[src/pulse_rate_estimator_assert.svh]
// Assertion macros used by the pulse rate estimator RTL.
`ifndef PULSE_RATE_ESTIMATOR_ASSERT_SVH
`define PULSE_RATE_ESTIMATOR_ASSERT_SVH
`ifndef ASSERT_OFF
`define PRE_ASSERT(label, prop, msg) \
  label: assert property (@(posedge clk) disable iff (!rst_n) prop) else $error(msg);
`define PRE_ASSERT_NEVER(label, expr, msg) \
  label: assert property (@(posedge clk) disable iff (!rst_n) !(expr)) else $error(msg);
`else
`define PRE_ASSERT(label, prop, msg)
`define PRE_ASSERT_NEVER(label, expr, msg)
`endif
`endif

[src/pre_pkg.sv]
// Shared constants, types and saturation helpers of the pulse rate estimator.
package pre_pkg;

  localparam int SAMPLE_BITS = 18;
  localparam int RAW_W       = 18;
  localparam int TIME_W      = 32;
  localparam int FILT_W      = 32;
  localparam int RATE_W      = 16;
  localparam int CFG_IDX_W   = 3;
  localparam int CFG_DATA_W  = 31;
  localparam int IN_TDATA_W  = 56;
  localparam int OUT_TDATA_W = 48;
  localparam int OUT_TUSER_W = 2;

  // register indexes
  localparam logic [CFG_IDX_W-1:0] REG_DC_ALPHA    = 3'd0;
  localparam logic [CFG_IDX_W-1:0] REG_SMOOTH_BETA = 3'd1;
  localparam logic [CFG_IDX_W-1:0] REG_PEAK_THRESH = 3'd2;
  localparam logic [CFG_IDX_W-1:0] REG_MIN_GAP     = 3'd3;
  localparam logic [CFG_IDX_W-1:0] REG_MAX_GAP     = 3'd4;

  // register reset values
  localparam logic [15:0] RST_DC_ALPHA    = 16'd62259;
  localparam logic [15:0] RST_SMOOTH_BETA = 16'd16384;
  localparam logic [30:0] RST_PEAK_THRESH = 31'd66;
  localparam logic [15:0] RST_MIN_GAP     = 16'd250;
  localparam logic [15:0] RST_MAX_GAP     = 16'd1500;

  // rate arithmetic
  localparam int DIV_STEPS = 24;
  localparam int DIV_CNT_W = $clog2(DIV_STEPS);
  localparam logic [23:0] RATE_NUM         = 24'd15360000;  // 60000 * 256
  localparam logic [15:0] RATE_MAX         = 16'hFFFF;
  localparam logic [15:0] RATE_FIRST_LIMIT = 16'd2560;      // 10 bpm in Q8.8
  localparam logic [20:0] RECIP5           = 21'd838861;    // ceil(2^22 / 5)
  localparam int RECIP5_SHIFT = 22;

  // datapath operation codes
  localparam int OP_W = 4;
  localparam logic [OP_W-1:0] OP_NONE = 4'd0;
  localparam logic [OP_W-1:0] OP_MLO  = 4'd1;
  localparam logic [OP_W-1:0] OP_MHI  = 4'd2;
  localparam logic [OP_W-1:0] OP_WACC = 4'd3;
  localparam logic [OP_W-1:0] OP_WSAT = 4'd4;
  localparam logic [OP_W-1:0] OP_DSAT = 4'd5;
  localparam logic [OP_W-1:0] OP_DIFF = 4'd6;
  localparam logic [OP_W-1:0] OP_MS   = 4'd7;
  localparam logic [OP_W-1:0] OP_SSAT = 4'd8;
  localparam logic [OP_W-1:0] OP_PEAK = 4'd9;
  localparam logic [OP_W-1:0] OP_CHK  = 4'd10;
  localparam logic [OP_W-1:0] OP_DIV  = 4'd11;
  localparam logic [OP_W-1:0] OP_RATE = 4'd12;
  localparam logic [OP_W-1:0] OP_MAVG = 4'd13;
  localparam logic [OP_W-1:0] OP_AVG  = 4'd14;

  typedef struct packed {
    logic [15:0] dc_alpha;
    logic [15:0] smooth_beta;
    logic [30:0] peak_threshold;
    logic [15:0] min_gap_ms;
    logic [15:0] max_gap_ms;
  } cfg_t;

  typedef struct packed {
    logic            load_in;
    logic [OP_W-1:0] op;
    logic            load_out;
  } cmd_t;

  typedef struct packed {
    logic beat_ok;
    logic avg_needed;
  } stat_t;

  function automatic logic signed [39:0] sat40(input logic signed [42:0] v);
    logic signed [39:0] r;
    if (v[42:39] == 4'b0000 || v[42:39] == 4'b1111) begin
      r = v[39:0];
    end else if (v[42]) begin
      r = {1'b1, 39'b0};
    end else begin
      r = {1'b0, {39{1'b1}}};
    end
    return r;
  endfunction

  function automatic logic signed [31:0] sat32(input logic signed [40:0] v);
    logic signed [31:0] r;
    if (v[40:31] == 10'h000 || v[40:31] == 10'h3FF) begin
      r = v[31:0];
    end else if (v[40]) begin
      r = {1'b1, 31'b0};
    end else begin
      r = {1'b0, {31{1'b1}}};
    end
    return r;
  endfunction

endpackage

[src/pre_cfg.sv]
// Configuration register file of the pulse rate estimator.
module pre_cfg (
  input  logic                              clk,
  input  logic                              rst_n,
  input  logic                              cfg_valid,
  output logic                              cfg_ready,
  input  logic [pre_pkg::CFG_IDX_W-1:0]     cfg_index,
  input  logic [pre_pkg::CFG_DATA_W-1:0]    cfg_data,
  output pre_pkg::cfg_t                     cfg
);

  pre_pkg::cfg_t cfg_r;

  assign cfg_ready = 1'b1;
  assign cfg       = cfg_r;

  always_ff @(posedge clk) begin
    if (!rst_n) begin
      cfg_r.dc_alpha       <= pre_pkg::RST_DC_ALPHA;
      cfg_r.smooth_beta    <= pre_pkg::RST_SMOOTH_BETA;
      cfg_r.peak_threshold <= pre_pkg::RST_PEAK_THRESH;
      cfg_r.min_gap_ms     <= pre_pkg::RST_MIN_GAP;
      cfg_r.max_gap_ms     <= pre_pkg::RST_MAX_GAP;
    end else if (cfg_valid && cfg_ready) begin
      unique case (cfg_index)
        pre_pkg::REG_DC_ALPHA:    cfg_r.dc_alpha       <= cfg_data[15:0];
        pre_pkg::REG_SMOOTH_BETA: cfg_r.smooth_beta    <= cfg_data[15:0];
        pre_pkg::REG_PEAK_THRESH: cfg_r.peak_threshold <= cfg_data[30:0];
        pre_pkg::REG_MIN_GAP:     cfg_r.min_gap_ms     <= cfg_data[15:0];
        pre_pkg::REG_MAX_GAP:     cfg_r.max_gap_ms     <= cfg_data[15:0];
        default: ;  // unused index, write dropped
      endcase
    end
  end

endmodule

[src/pre_datapath.sv]
// Filter, peak detector and rate datapath with one shared multiplier and a serial divider.
module pre_datapath (
  input  logic                            clk,
  input  logic                            rst_n,
  input  pre_pkg::cfg_t                   cfg,
  input  pre_pkg::cmd_t                   cmd,
  input  logic [pre_pkg::RAW_W-1:0]       in_raw,
  input  logic [pre_pkg::TIME_W-1:0]      in_time,
  output pre_pkg::stat_t                  stat,
  output logic [pre_pkg::FILT_W-1:0]      out_filtered,
  output logic [pre_pkg::RATE_W-1:0]      out_rate,
  output logic                            out_peak,
  output logic                            out_used
);

  // item inputs
  logic [pre_pkg::SAMPLE_BITS-1:0] x_r;
  logic [31:0]                     t_r;

  // block state
  logic signed [39:0] w_r;
  logic signed [31:0] s_r;
  logic signed [31:0] prev_r;
  logic               rising_r;
  logic [31:0]        last_r;
  logic               valid_r;
  logic [15:0]        rate_r;

  // working registers
  logic signed [39:0] wold_r;
  logic signed [57:0] acc_r;
  logic signed [54:0] prod_r;
  logic signed [31:0] d_r;
  logic signed [32:0] diff_r;
  logic               peak_r;
  logic               used_r;
  logic [31:0]        gap_r;
  logic [23:0]        num_r;
  logic [15:0]        rem_r;
  logic [18:0]        navg_r;

  // shared multiplier
  logic signed [20:0] mul_a;
  logic signed [33:0] mul_b;
  logic signed [54:0] mul_p;

  logic signed [42:0] x_fix;
  logic signed [42:0] w_sum;
  logic signed [31:0] thr_s;
  logic               peak_now;
  logic [16:0]        rem_sh;
  logic               rem_ge;
  logic [15:0]        raw_rate;

  always_comb begin
    mul_a = '0;
    mul_b = '0;
    case (cmd.op)
      pre_pkg::OP_MLO: begin
        mul_a = $signed({5'b0, cfg.dc_alpha});
        mul_b = $signed({14'b0, w_r[19:0]});
      end
      pre_pkg::OP_MHI: begin
        mul_a = $signed({5'b0, cfg.dc_alpha});
        mul_b = $signed({{14{w_r[39]}}, w_r[39:20]});
      end
      pre_pkg::OP_MS: begin
        mul_a = $signed({5'b0, cfg.smooth_beta});
        mul_b = $signed({diff_r[32], diff_r});
      end
      pre_pkg::OP_MAVG: begin
        mul_a = $signed(pre_pkg::RECIP5);
        mul_b = $signed({15'b0, navg_r});
      end
      default: ;
    endcase
  end

  assign mul_p = mul_a * mul_b;

  assign x_fix    = $signed(43'({x_r, 16'b0}));
  assign w_sum    = x_fix + 43'(acc_r >>> 16);
  assign thr_s    = $signed({1'b0, cfg.peak_threshold});
  assign peak_now = rising_r && (s_r < prev_r) && (prev_r > thr_s);
  assign rem_sh   = {rem_r, num_r[23]};
  assign rem_ge   = rem_sh >= {1'b0, gap_r[15:0]};
  assign raw_rate = (num_r > 24'(pre_pkg::RATE_MAX)) ? pre_pkg::RATE_MAX : num_r[15:0];

  assign stat.beat_ok = peak_r && valid_r && (gap_r != 32'd0) &&
                        (gap_r >= {16'b0, cfg.min_gap_ms}) &&
                        (gap_r <= {16'b0, cfg.max_gap_ms});
  assign stat.avg_needed = rate_r >= pre_pkg::RATE_FIRST_LIMIT;

  // state that reset clears
  always_ff @(posedge clk) begin
    if (!rst_n) begin
      w_r      <= '0;
      s_r      <= '0;
      prev_r   <= '0;
      rising_r <= 1'b0;
      last_r   <= '0;
      valid_r  <= 1'b0;
      rate_r   <= '0;
    end else begin
      case (cmd.op)
        pre_pkg::OP_WSAT: w_r <= pre_pkg::sat40(w_sum);
        pre_pkg::OP_SSAT: s_r <= pre_pkg::sat32(41'(s_r) + 41'(prod_r >>> 16));
        pre_pkg::OP_PEAK: begin
          if (peak_now) begin
            rising_r <= 1'b0;
          end else if (s_r > prev_r) begin
            rising_r <= 1'b1;
          end
          prev_r <= s_r;
        end
        pre_pkg::OP_CHK: begin
          if (peak_r) begin
            last_r  <= t_r;
            valid_r <= 1'b1;
          end
        end
        pre_pkg::OP_RATE: begin
          if (!stat.avg_needed) begin
            rate_r <= raw_rate;
          end
        end
        pre_pkg::OP_AVG: rate_r <= prod_r[pre_pkg::RECIP5_SHIFT +: 16];
        default: ;
      endcase
    end
  end

  // working registers, no reset
  always_ff @(posedge clk) begin
    if (cmd.load_in) begin
      x_r <= in_raw[pre_pkg::SAMPLE_BITS-1:0];
      t_r <= in_time;
    end
    case (cmd.op)
      pre_pkg::OP_MLO:  prod_r <= mul_p;
      pre_pkg::OP_MHI: begin
        acc_r  <= 58'(prod_r);
        prod_r <= mul_p;
      end
      pre_pkg::OP_WACC: acc_r  <= acc_r + (58'(prod_r) <<< 20);
      pre_pkg::OP_WSAT: wold_r <= w_r;
      pre_pkg::OP_DSAT: d_r    <= pre_pkg::sat32(41'(w_r) - 41'(wold_r));
      pre_pkg::OP_DIFF: diff_r <= 33'(d_r) - 33'(s_r);
      pre_pkg::OP_MS:   prod_r <= mul_p;
      pre_pkg::OP_PEAK: begin
        peak_r <= peak_now;
        gap_r  <= t_r - last_r;
      end
      pre_pkg::OP_CHK: begin
        used_r <= stat.beat_ok;
        num_r  <= pre_pkg::RATE_NUM + 24'(gap_r[15:1]);
        rem_r  <= '0;
      end
      pre_pkg::OP_DIV: begin
        if (rem_ge) begin
          rem_r <= 16'(rem_sh - {1'b0, gap_r[15:0]});
          num_r <= {num_r[22:0], 1'b1};
        end else begin
          rem_r <= rem_sh[15:0];
          num_r <= {num_r[22:0], 1'b0};
        end
      end
      pre_pkg::OP_RATE: navg_r <= 19'({rate_r, 2'b00}) + 19'(raw_rate) + 19'd2;
      pre_pkg::OP_MAVG: prod_r <= mul_p;
      default: ;
    endcase
    if (cmd.load_out) begin
      out_filtered <= s_r;
      out_rate     <= rate_r;
      out_peak     <= peak_r;
      out_used     <= used_r;
    end
  end

endmodule

[src/pre_ctrl.sv]
// Sequencing state machine and output handshake of the pulse rate estimator.
`include "pulse_rate_estimator_assert.svh"
module pre_ctrl (
  input  logic           clk,
  input  logic           rst_n,
  input  logic           in_tvalid,
  output logic           in_tready,
  output logic           out_tvalid,
  input  logic           out_tready,
  input  pre_pkg::stat_t stat,
  output pre_pkg::cmd_t  cmd
);

  localparam logic [3:0] S_IDLE = 4'd0;
  localparam logic [3:0] S_MLO  = 4'd1;
  localparam logic [3:0] S_MHI  = 4'd2;
  localparam logic [3:0] S_WACC = 4'd3;
  localparam logic [3:0] S_WSAT = 4'd4;
  localparam logic [3:0] S_DSAT = 4'd5;
  localparam logic [3:0] S_DIFF = 4'd6;
  localparam logic [3:0] S_MS   = 4'd7;
  localparam logic [3:0] S_SSAT = 4'd8;
  localparam logic [3:0] S_PEAK = 4'd9;
  localparam logic [3:0] S_CHK  = 4'd10;
  localparam logic [3:0] S_DIV  = 4'd11;
  localparam logic [3:0] S_RATE = 4'd12;
  localparam logic [3:0] S_MAVG = 4'd13;
  localparam logic [3:0] S_AVG  = 4'd14;
  localparam logic [3:0] S_DONE = 4'd15;

  localparam logic [pre_pkg::DIV_CNT_W-1:0] CNT_LAST =
    pre_pkg::DIV_CNT_W'(pre_pkg::DIV_STEPS - 1);

  logic [3:0]                    state_r, state_nxt;
  logic [pre_pkg::DIV_CNT_W-1:0] cnt_r, cnt_nxt;
  logic                          out_valid_r, out_valid_nxt;
  logic                          accept;
  logic                          out_free;

  assign in_tready  = (state_r == S_IDLE);
  assign accept     = in_tvalid && in_tready;
  assign out_free   = !out_valid_r || out_tready;
  assign out_tvalid = out_valid_r;

  always_comb begin
    state_nxt = state_r;
    cnt_nxt   = cnt_r;
    unique case (state_r)
      S_IDLE: if (accept) state_nxt = S_MLO;
      S_MLO:  state_nxt = S_MHI;
      S_MHI:  state_nxt = S_WACC;
      S_WACC: state_nxt = S_WSAT;
      S_WSAT: state_nxt = S_DSAT;
      S_DSAT: state_nxt = S_DIFF;
      S_DIFF: state_nxt = S_MS;
      S_MS:   state_nxt = S_SSAT;
      S_SSAT: state_nxt = S_PEAK;
      S_PEAK: state_nxt = S_CHK;
      S_CHK: begin
        cnt_nxt   = '0;
        state_nxt = stat.beat_ok ? S_DIV : S_DONE;
      end
      S_DIV: begin
        if (cnt_r == CNT_LAST) begin
          state_nxt = S_RATE;
        end else begin
          cnt_nxt = cnt_r + 1'b1;
        end
      end
      S_RATE: state_nxt = stat.avg_needed ? S_MAVG : S_DONE;
      S_MAVG: state_nxt = S_AVG;
      S_AVG:  state_nxt = S_DONE;
      S_DONE: if (out_free) state_nxt = S_IDLE;
      default: state_nxt = S_IDLE;
    endcase
  end

  always_comb begin
    cmd.load_in  = accept;
    cmd.load_out = (state_r == S_DONE) && out_free;
    unique case (state_r)
      S_MLO:   cmd.op = pre_pkg::OP_MLO;
      S_MHI:   cmd.op = pre_pkg::OP_MHI;
      S_WACC:  cmd.op = pre_pkg::OP_WACC;
      S_WSAT:  cmd.op = pre_pkg::OP_WSAT;
      S_DSAT:  cmd.op = pre_pkg::OP_DSAT;
      S_DIFF:  cmd.op = pre_pkg::OP_DIFF;
      S_MS:    cmd.op = pre_pkg::OP_MS;
      S_SSAT:  cmd.op = pre_pkg::OP_SSAT;
      S_PEAK:  cmd.op = pre_pkg::OP_PEAK;
      S_CHK:   cmd.op = pre_pkg::OP_CHK;
      S_DIV:   cmd.op = pre_pkg::OP_DIV;
      S_RATE:  cmd.op = pre_pkg::OP_RATE;
      S_MAVG:  cmd.op = pre_pkg::OP_MAVG;
      S_AVG:   cmd.op = pre_pkg::OP_AVG;
      default: cmd.op = pre_pkg::OP_NONE;
    endcase
  end

  always_comb begin
    if (cmd.load_out) begin
      out_valid_nxt = 1'b1;
    end else if (out_tready) begin
      out_valid_nxt = 1'b0;
    end else begin
      out_valid_nxt = out_valid_r;
    end
  end

  always_ff @(posedge clk) begin
    if (!rst_n) begin
      state_r     <= S_IDLE;
      cnt_r       <= '0;
      out_valid_r <= 1'b0;
    end else begin
      state_r     <= state_nxt;
      cnt_r       <= cnt_nxt;
      out_valid_r <= out_valid_nxt;
    end
  end

  `PRE_ASSERT(a_div_cnt_range, (state_r == S_DIV) |-> (cnt_r <= CNT_LAST), "divider count overrun")
  `PRE_ASSERT(a_load_sets_valid, cmd.load_out |=> out_valid_r, "loaded result not presented")
  `PRE_ASSERT(a_no_beat_skips_div, (state_r == S_CHK && !stat.beat_ok) |=> (state_r == S_DONE), "rate path entered without beat")
  `PRE_ASSERT_NEVER(a_no_overwrite, out_valid_r && !out_tready && cmd.load_out, "pending result overwritten")

endmodule

[src/pulse_rate_estimator.sv]
// Each input beat passes the filter and peak steps; a used beat then runs the rate divide,
// and the averaging steps follow when a beat is averaged into the rate instead of setting it.
// One item at a time: the input is not ready again until the result is loaded; the 24-step
// serial rate divider and the shared multiplier, used four times per item at most, set this.
// Reset (rst_n, synchronous, active low) clears filter, peak and rate state and
// loads the register defaults; there is no clearing pass.
module pulse_rate_estimator (
  input  logic                               clk,
  input  logic                               rst_n,
  // input stream
  input  logic                               in_tvalid,
  output logic                               in_tready,
  input  logic [pre_pkg::IN_TDATA_W-1:0]     in_tdata,   // [17:0] raw_sample, [49:18] time_ms
  // result stream
  output logic                               out_tvalid,
  input  logic                               out_tready,
  output logic [pre_pkg::OUT_TDATA_W-1:0]    out_tdata,  // [31:0] filtered_out, [47:32] rate_bpm
  output logic [pre_pkg::OUT_TUSER_W-1:0]    out_tuser,  // [0] peak_seen, [1] beat_used
  // register writes
  input  logic                               cfg_valid,
  output logic                               cfg_ready,
  input  logic [pre_pkg::CFG_IDX_W-1:0]      cfg_index,
  input  logic [pre_pkg::CFG_DATA_W-1:0]     cfg_data
);

  pre_pkg::cfg_t  cfg;
  pre_pkg::cmd_t  cmd;
  pre_pkg::stat_t stat;

  logic [pre_pkg::FILT_W-1:0] out_filtered;
  logic [pre_pkg::RATE_W-1:0] out_rate;
  logic                       out_peak;
  logic                       out_used;

  // register file; writes are expected only while no item is in flight
  pre_cfg u_cfg (
    .clk       (clk),
    .rst_n     (rst_n),
    .cfg_valid (cfg_valid),
    .cfg_ready (cfg_ready),
    .cfg_index (cfg_index),
    .cfg_data  (cfg_data),
    .cfg       (cfg)
  );

  // sequencer: one item at a time, the result register frees the input side
  // while a finished beat waits on the output
  pre_ctrl u_ctrl (
    .clk        (clk),
    .rst_n      (rst_n),
    .in_tvalid  (in_tvalid),
    .in_tready  (in_tready),
    .out_tvalid (out_tvalid),
    .out_tready (out_tready),
    .stat       (stat),
    .cmd        (cmd)
  );

  // DC removal, low-pass, peak test, interval-to-rate divide and averaging
  pre_datapath u_dp (
    .clk          (clk),
    .rst_n        (rst_n),
    .cfg          (cfg),
    .cmd          (cmd),
    .in_raw       (in_tdata[17:0]),
    .in_time      (in_tdata[49:18]),
    .stat         (stat),
    .out_filtered (out_filtered),
    .out_rate     (out_rate),
    .out_peak     (out_peak),
    .out_used     (out_used)
  );

  assign out_tdata = {out_rate, out_filtered};
  assign out_tuser = {out_used, out_peak};

endmodule
[config.mk]
export PLATFORM = sky130hd
export DESIGN_NAME = pulse_rate_estimator
export DESIGN_NICKNAME = d
export VERILOG_FILES = /design/src/pre_pkg.sv /design/src/pre_cfg.sv /design/src/pre_datapath.sv /design/src/pre_ctrl.sv /design/src/pulse_rate_estimator.sv
export VERILOG_INCLUDE_DIRS = /design/src /design/src/src
export SDC_FILE = /design/constraint.sdc
export NUM_CORES = 2
export LEC_CHECK = 0
export ABC_AREA = 1
export BUFFER_PORTS_ARGS = -buffer_cell sky130_fd_sc_hd__buf_2
export CELL_PAD_IN_SITES_DETAIL_PLACEMENT = 1
export CELL_PAD_IN_SITES_GLOBAL_PLACEMENT = 1
export CORE_MARGIN = 3
export CORE_UTILIZATION = 53
export CTS_CLUSTER_SIZE = 16
export DETAILED_ROUTE_END_ITERATION = 8
export PLACE_DENSITY = 0.9
export SYNTH_ARGS = -nofsm -noshare
export SYNTH_HDL_FRONTEND = slang
export SYNTH_HIERARCHICAL = 1
export SYNTH_SLANG_ARGS = --single-unit
[constraint.sdc]
create_clock -name clk -period 20 [get_ports clk]
set_clock_uncertainty 0.2 [all_clocks]
set_input_delay 1 -clock clk [delete_from_list [all_inputs] [get_ports clk]]
set_output_delay 1 -clock clk [all_outputs]
set_load 0.02 [all_outputs]
Word-level counts from Yosys, hierarchy flattened
Memories as Yosys holds them, arrays and structs flattened. A register that Yosys moved wholly into a read port is not among the register bits.
Cells that the tools add are included.

cells by class
  equal/unequal tests = 42
  magnitude comparators = 8
  multiply operators = 1
  muxes and demuxes = 30
  $add $sub $neg = 11
  reductions and logical operators = 37

operator list
  kind                                                              number
  case mux 34 bit (4 select lines)                                  1
  2-to-1 mux 32 bit                                                 4
  case mux 58 bit (2 select lines)                                  1
  2-to-1 mux 40 bit                                                 2
  equality test 4 bit (second input constant)                       16
  greater-than comparator 32 bit                                    2
  case mux 16 bit (2 select lines)                                  2
  case mux 4 bit (16 select lines)                                  1
  case mux 20 bit (3 select lines)                                  1
  adder 58 bit                                                      1
  multiplier 21 x 34 -> 55 bit                                      1
  2-to-1 mux 16 bit                                                 3
  case mux 24 bit (2 select lines)                                  1
  adder 35 x 42 -> 43 bit                                           1
  subtractor 40 x 40 -> 41 bit                                      1
  adder 32 x 39 -> 40 bit                                           1
  subtractor 32 x 32 -> 33 bit                                      1
  equality test 4 x 3 -> 1 bit (second input constant)              8
  greater-or-equal comparator 32 x 16 -> 1 bit                      1
  less-or-equal comparator 32 x 16 -> 1 bit                         1
  < comparator 32 bit                                               1
  nonzero test 32 bit                                               1
  subtractor 32 bit                                                 1
  greater-than comparator 24 x 16 -> 1 bit (second input constant)  1
  33 further kinds                                                  75

word-level totals
  logic and storage cells = 162
  ROM bits = 64
  bits of input ports = 95
  bits in registers = 670
  memories = 1

memory list
  memory            depth  bits a word  rd ports  clocked after memory_dff  wr ports  RTL line        source
  (name not given)  16     4            1         1                         0         pre_ctrl.sv:81  unique case (state_r)

Longest topological paths before layout
  word-level depth = 8
  mapped depth = 40
  depth with buffers taken out = 38

By module
Netlist, hierarchy kept.

modules (own cells, without submodules)
  module                area an instance (µm²)  instances  cells each
  pre_datapath          57485.1                 1          7074
  pre_cfg               3773.6                  1          538
  pre_ctrl              760.7                   1          109
  pulse_rate_estimator  15.0                    1          2

Worst setup path after synthesis
OpenSTA, ideal clock, no wires.

  path kind = reg2reg
  start = register u_ctrl/cmd[2] (netlist name)
  end = register u_dp.prod_r[53], data pin
  slack = 12.427 ns
  cell stages (with the launch flop) = 31
  library setup time = 0.253 ns
  arrival = 7.120 ns
  cell sequence = dfxtp_1 > nand2_1 > nor2_2 > inv_1 > o21ai_1 > inv_1 > clkbuf_1 > nor2_1 > inv_1 > fa_1 > inv_1 > fa_1 > inv_1 > fa_1 > inv_1 > fa_1 > fa_1 > fa_1 > fa_1 > ha_1 > nand2_1 > nor2_1 > inv_1 > nor4_1 > nand3_1 > nand3_1 > nand2_1 > o211ai_1 > nand2_1 > nand4_1 > nand2_1

between the ends
  word-level cells in the longest chain between the ends = 4
  elaborated cells between the ends (all ways) = 8
  classes of those cells = mul (1); eq/ne (4); mux (2); reduce/logical (1)

RTL lines
  element                                                                       RTL line             source
  equality test 4 x 1 -> 1 bit or equality test 4 x 2 -> 1 bit (tied branches)  pre_datapath.sv:58   case (cmd.op)
  OR reduction 2 bit (no line)                                                  n/a
  case mux 20 bit (3 select lines)                                              pre_datapath.sv:58
  multiplier 21 x 34 -> 55 bit (*)                                              pre_datapath.sv:79   assign mul_p = mul_a * mul_b;
  named net u_dp.mul_p[53]                                                      pre_datapath.sv:45   logic signed [54:0] mul_p;
  to (signal assigned)                                                          pre_datapath.sv:140  pre_pkg::OP_MLO: prod_r <= mul_p;
  to (signal assigned)                                                          pre_datapath.sv:143  prod_r <= mul_p;
  to (signal assigned)                                                          pre_datapath.sv:149  pre_pkg::OP_MS: prod_r <= mul_p;
  to (decl)                                                                     pre_datapath.sv:32   logic signed [54:0] prod_r;

Mark *: on every way through the listed nets, which the timed path passes. The rest lies on a longest branch.
A chain may end at the register's enable or synchronous reset.

Worst setup path after layout
  start = register u_ctrl/cmd[2] (netlist name)
  end = register u_dp.prod_r[54], data pin

between the ends
  word-level cells in the longest chain between the ends = 4
  elaborated cells between the ends (all ways) = 8
  classes of those cells = mul (1); eq/ne (4); mux (2); reduce/logical (1)

RTL lines
  element                                                                       RTL line
  equality test 4 x 1 -> 1 bit or equality test 4 x 2 -> 1 bit (tied branches)  pre_datapath.sv:58
  OR reduction 2 bit (no line)                                                  n/a
  case mux 20 bit (3 select lines)                                              pre_datapath.sv:58
  multiplier 21 x 34 -> 55 bit (*)                                              pre_datapath.sv:79
  named net u_dp.mul_p[54]                                                      pre_datapath.sv:45

Marks and branches as above.

==> summary.md <==
| Metric | Value |
|---|---|
| Total power | `0.00683 W` |
| Peak supply drop | `101 uV` |
| Starting Density | `53.8%` |
| Hold Fails Final Rpt | `0` |
| CP required | `20270 ps` |
| Largest net degree at the start of global routing | `90` |
| Row Count | `124` |
| Routed via count | `57400` |
| FF-to-FF End | `u_dp/prod_r[54]` |
| Share of the synthesized area in the top cell type | `19.1%` |
| First-pass GRT wire length | `382 mm` |
| WHS Path Cells | `0` |
| Drt initial violations | `5227` |
| Clock Latency Late Sink | `690 ps` |
| #FFs+latches synth | `658` |
| Slew @ Worst Pin | `1270 ps` |
| Worst Hold End | `u_dp/out_used` |
| Number of I/O pins | `148` |
| Post-CTS Resized | `0` |
| # Max-Cap Violations | `0` |
| Final setup violation count | `0` |
| YS warnings | `6` |
| Critical path class | `flip-flop to flip-flop` |
| # Post-CTS Setup Buffers | `0` |
| Die width | `348 um` |
| Fmax | `0.0976 GHz` |
| Distinct cell type count after synthesis | `60` |
| Post-synth top cells | `1487 x nand2_1, 1435 x inv_1, 964 x nor2_1, 591 x fa_1, 493 x ha_1` |
| Register area share after synthesis | `27.6%` |
| Fin Setup TNS | `0 ps` |
| Dpl ws | `9960 ps` |
| Antenna viol nets, final | `0` |
| Fin util | `58.3%` |
| All-Layer GR Usage | `41.8%` |
| Leak Pwr | `32.1 nW` |
| Worst hold start | `u_dp/used_r` |
| Syn avg cell area | `8.03 um^2` |
| RSZ-0062 raised after global routing | `false` |
| Gate Count Post-Synth | `7723` |
| Area leader, netlist | `edfxtp_1` |
| Total CTS buffers | `78` |
| Worst R2R Start | `u_ctrl/cmd[2]` |
| Top-count cell post-synth | `nand2_1` |
| CP arrival | `10520 ps` |
| Root buf cell | `clkbuf_16` |
| Placer Congestion | `1.01` |
| Top_reg_cell synth | `edfxtp_1` |
| Vias per inst | `6.09` |
| Avg WL per Cell | `27.0 um` |
| Power Density | `102 nW/um^2` |
| Worst R2R Setup Slack | `9750 ps` |
| DIE HEIGHT | `348 um` |
| EDFF count, synth | `395` |
| CORE AREA | `115000 um^2` |
| Die area | `121000 um^2` |
| Hold_buf cts | `0` |
| Router iterations before antenna repair | `8` |
| Largest stage delay, worst path | `930 ps` |
| Crit path time final | `10250 ps` |
| Initial antenna violation count | `24` |
| CTS H-Tree Depth | `3` |
| CP Capture Type | `flip-flop` |
| Vias in the first global route | `62800` |
| Hold crit path type | `flip-flop to flip-flop` |
| Grt ovf | `0` |
| Top post-synthesis cells by area | `edfxtp_1 19%, fa_1 19%, ha_1 9.9%` |
| Layout cells sized above 1 | `6.33%` |
| Clock sinks | `658` |
| Design Area, Final | `67200 um^2` |
| Clock buffer depth | `3` |
| Post-route DRC | `0` |
| CP max stage cell | `clkinv_1` |
| CTS tree | `done` |
| Area growth syn-to-layout | `8.31%` |
| Crit Path Max Fanout | `27` |
| Final nets | `9017` |
| Worst reg-to-reg path cell count | `31` |
| Fraction of registers with async set or reset after synthesis | `0%` |
| Post-DP HPWL | `197 mm` |
| CP Launch Type | `flip-flop` |
| Post-Syn Area | `62000 um^2` |
| Clk slew on worst S/H paths | `60 ps` |
| Slew Viols, Final | `0` |
| Outcome | `complete, no violations` |
| Max-slew headroom | `15.5%` |
| Worst setup margin | `9750 ps` |
| Final wirelength | `255 mm` |
| IO buf count | `140` |
| Placed inst area | `64400 um^2` |
| FILL cells | `14100` |
| Final period utilization | `51.3%` |
## state kept, by name, summed over array words and instances (netlist names), 33 cells and up
name         count
u_dp/prod_r     55
u_dp/wold_r     40
u_dp/acc_r      42
u_dp/diff_r     33
u_dp/w_r        40
u_cfg/cfg       95
## worst max-delay path by stage
stage / slack, ps / endpoint / start
floorplan: 12430 / u_dp/prod_r[53] / u_ctrl/cmd[2]
global placement: 10460 / u_dp/prod_r[53] / u_ctrl/cmd[2]
detailed placement: 9960 / u_dp/prod_r[53] / u_ctrl/cmd[2]
CTS: 9940 / u_dp/prod_r[53] / u_ctrl/cmd[2]
global route: 9370 / u_dp/prod_r[53] / u_ctrl/cmd[2]
finish: 9750 / u_dp/prod_r[54] / u_ctrl/cmd[2]
## through the flow
stage	cells	hold WS, ps
final	9434	240
after detailed placement	9270	222
after global placement	9270	234
after global routing	9420	239
after floorplan	7750	200
after CTS	9413	237
## final cells by class
| cell class | instances | area (um^2) | share of cell area, % |
|---|---|---|---|
| flip-flops and latches | 658 | 17100 | 25.5 |
| diodes | 21 | 52.6 | 0.0782 |
| clock buffers | 107 | 2230 | 3.33 |
| clock inverters | 36 | 454 | 0.676 |
| inverters | 1454 | 5460 | 8.12 |
| multi-input cells | 5440 | 38800 | 57.7 |
| well taps | 1512 | 1890 | 2.82 |
| repair buffers | 206 | 1200 | 1.79 |
## where the power goes
group | internal, W | total, W | switching [W] | leakage, nW
Sequential | 0.00172 | 0.00203 | 0.000315 | 5.77
Combinational | 0.000950 | 0.00327 | 0.00232 | 25.0
Clock | 0.000872 | 0.00153 | 0.000658 | 1.31
## cell families after synthesis
group	Yosys count	share of synthesized area, %
adder cells (fa/ha/maj)	1084	29.0
flip-flops	658	27.6
AO/OA/AOI/OAI	1143	10.3
XOR/XNOR	243	3.46
AND/OR/NAND/NOR	2940	19.3
other	3	0.0182
buffers and inverters	1652	10.3
## worst max-delay path, delay by kind of cell, from the launching register on
kind / cells / cell delay, ps
flip-flops: 1 / 350
AO/OA/AOI/OAI: 4 / 1330
AND/OR/NAND/NOR: 8 / 1460
buffers and inverters: 10 / 2540
adder cells (fa/ha/maj): 8 / 3810
XOR/XNOR: 1 / 320
## cell usage in the layout (no fill, tap or decap), types with 81 or more instances in the layout
cell type | Yosys | routed
nand3_1 | 263 | 262
a21oi_1 | 476 | 469
nor2_1 | 964 | 946
fa_1 | 591 | 591
dfxtp_1 | 263 | 263
nand2_1 | 1487 | 1486
inv_1 | 1435 | 1435
o21ai_0 | 402 | 402
xor2_1 | 149 | 149
xnor2_1 | 93 | 93
buf_2 | 33 | 139
edfxtp_1 | 395 | 395
clkbuf_16 | 0 | 81
ha_1 | 493 | 493
## layer usage
layer,track usage [%],share of wire [%],vias up
li1,-,-,24700
met1,48.8,36,28400
met4,31.2,8.9,10
met2,67.1,46,3217
met5,0,0.022,-
met3,10.3,9.6,1115
Power figures use the tool's default switching activity.
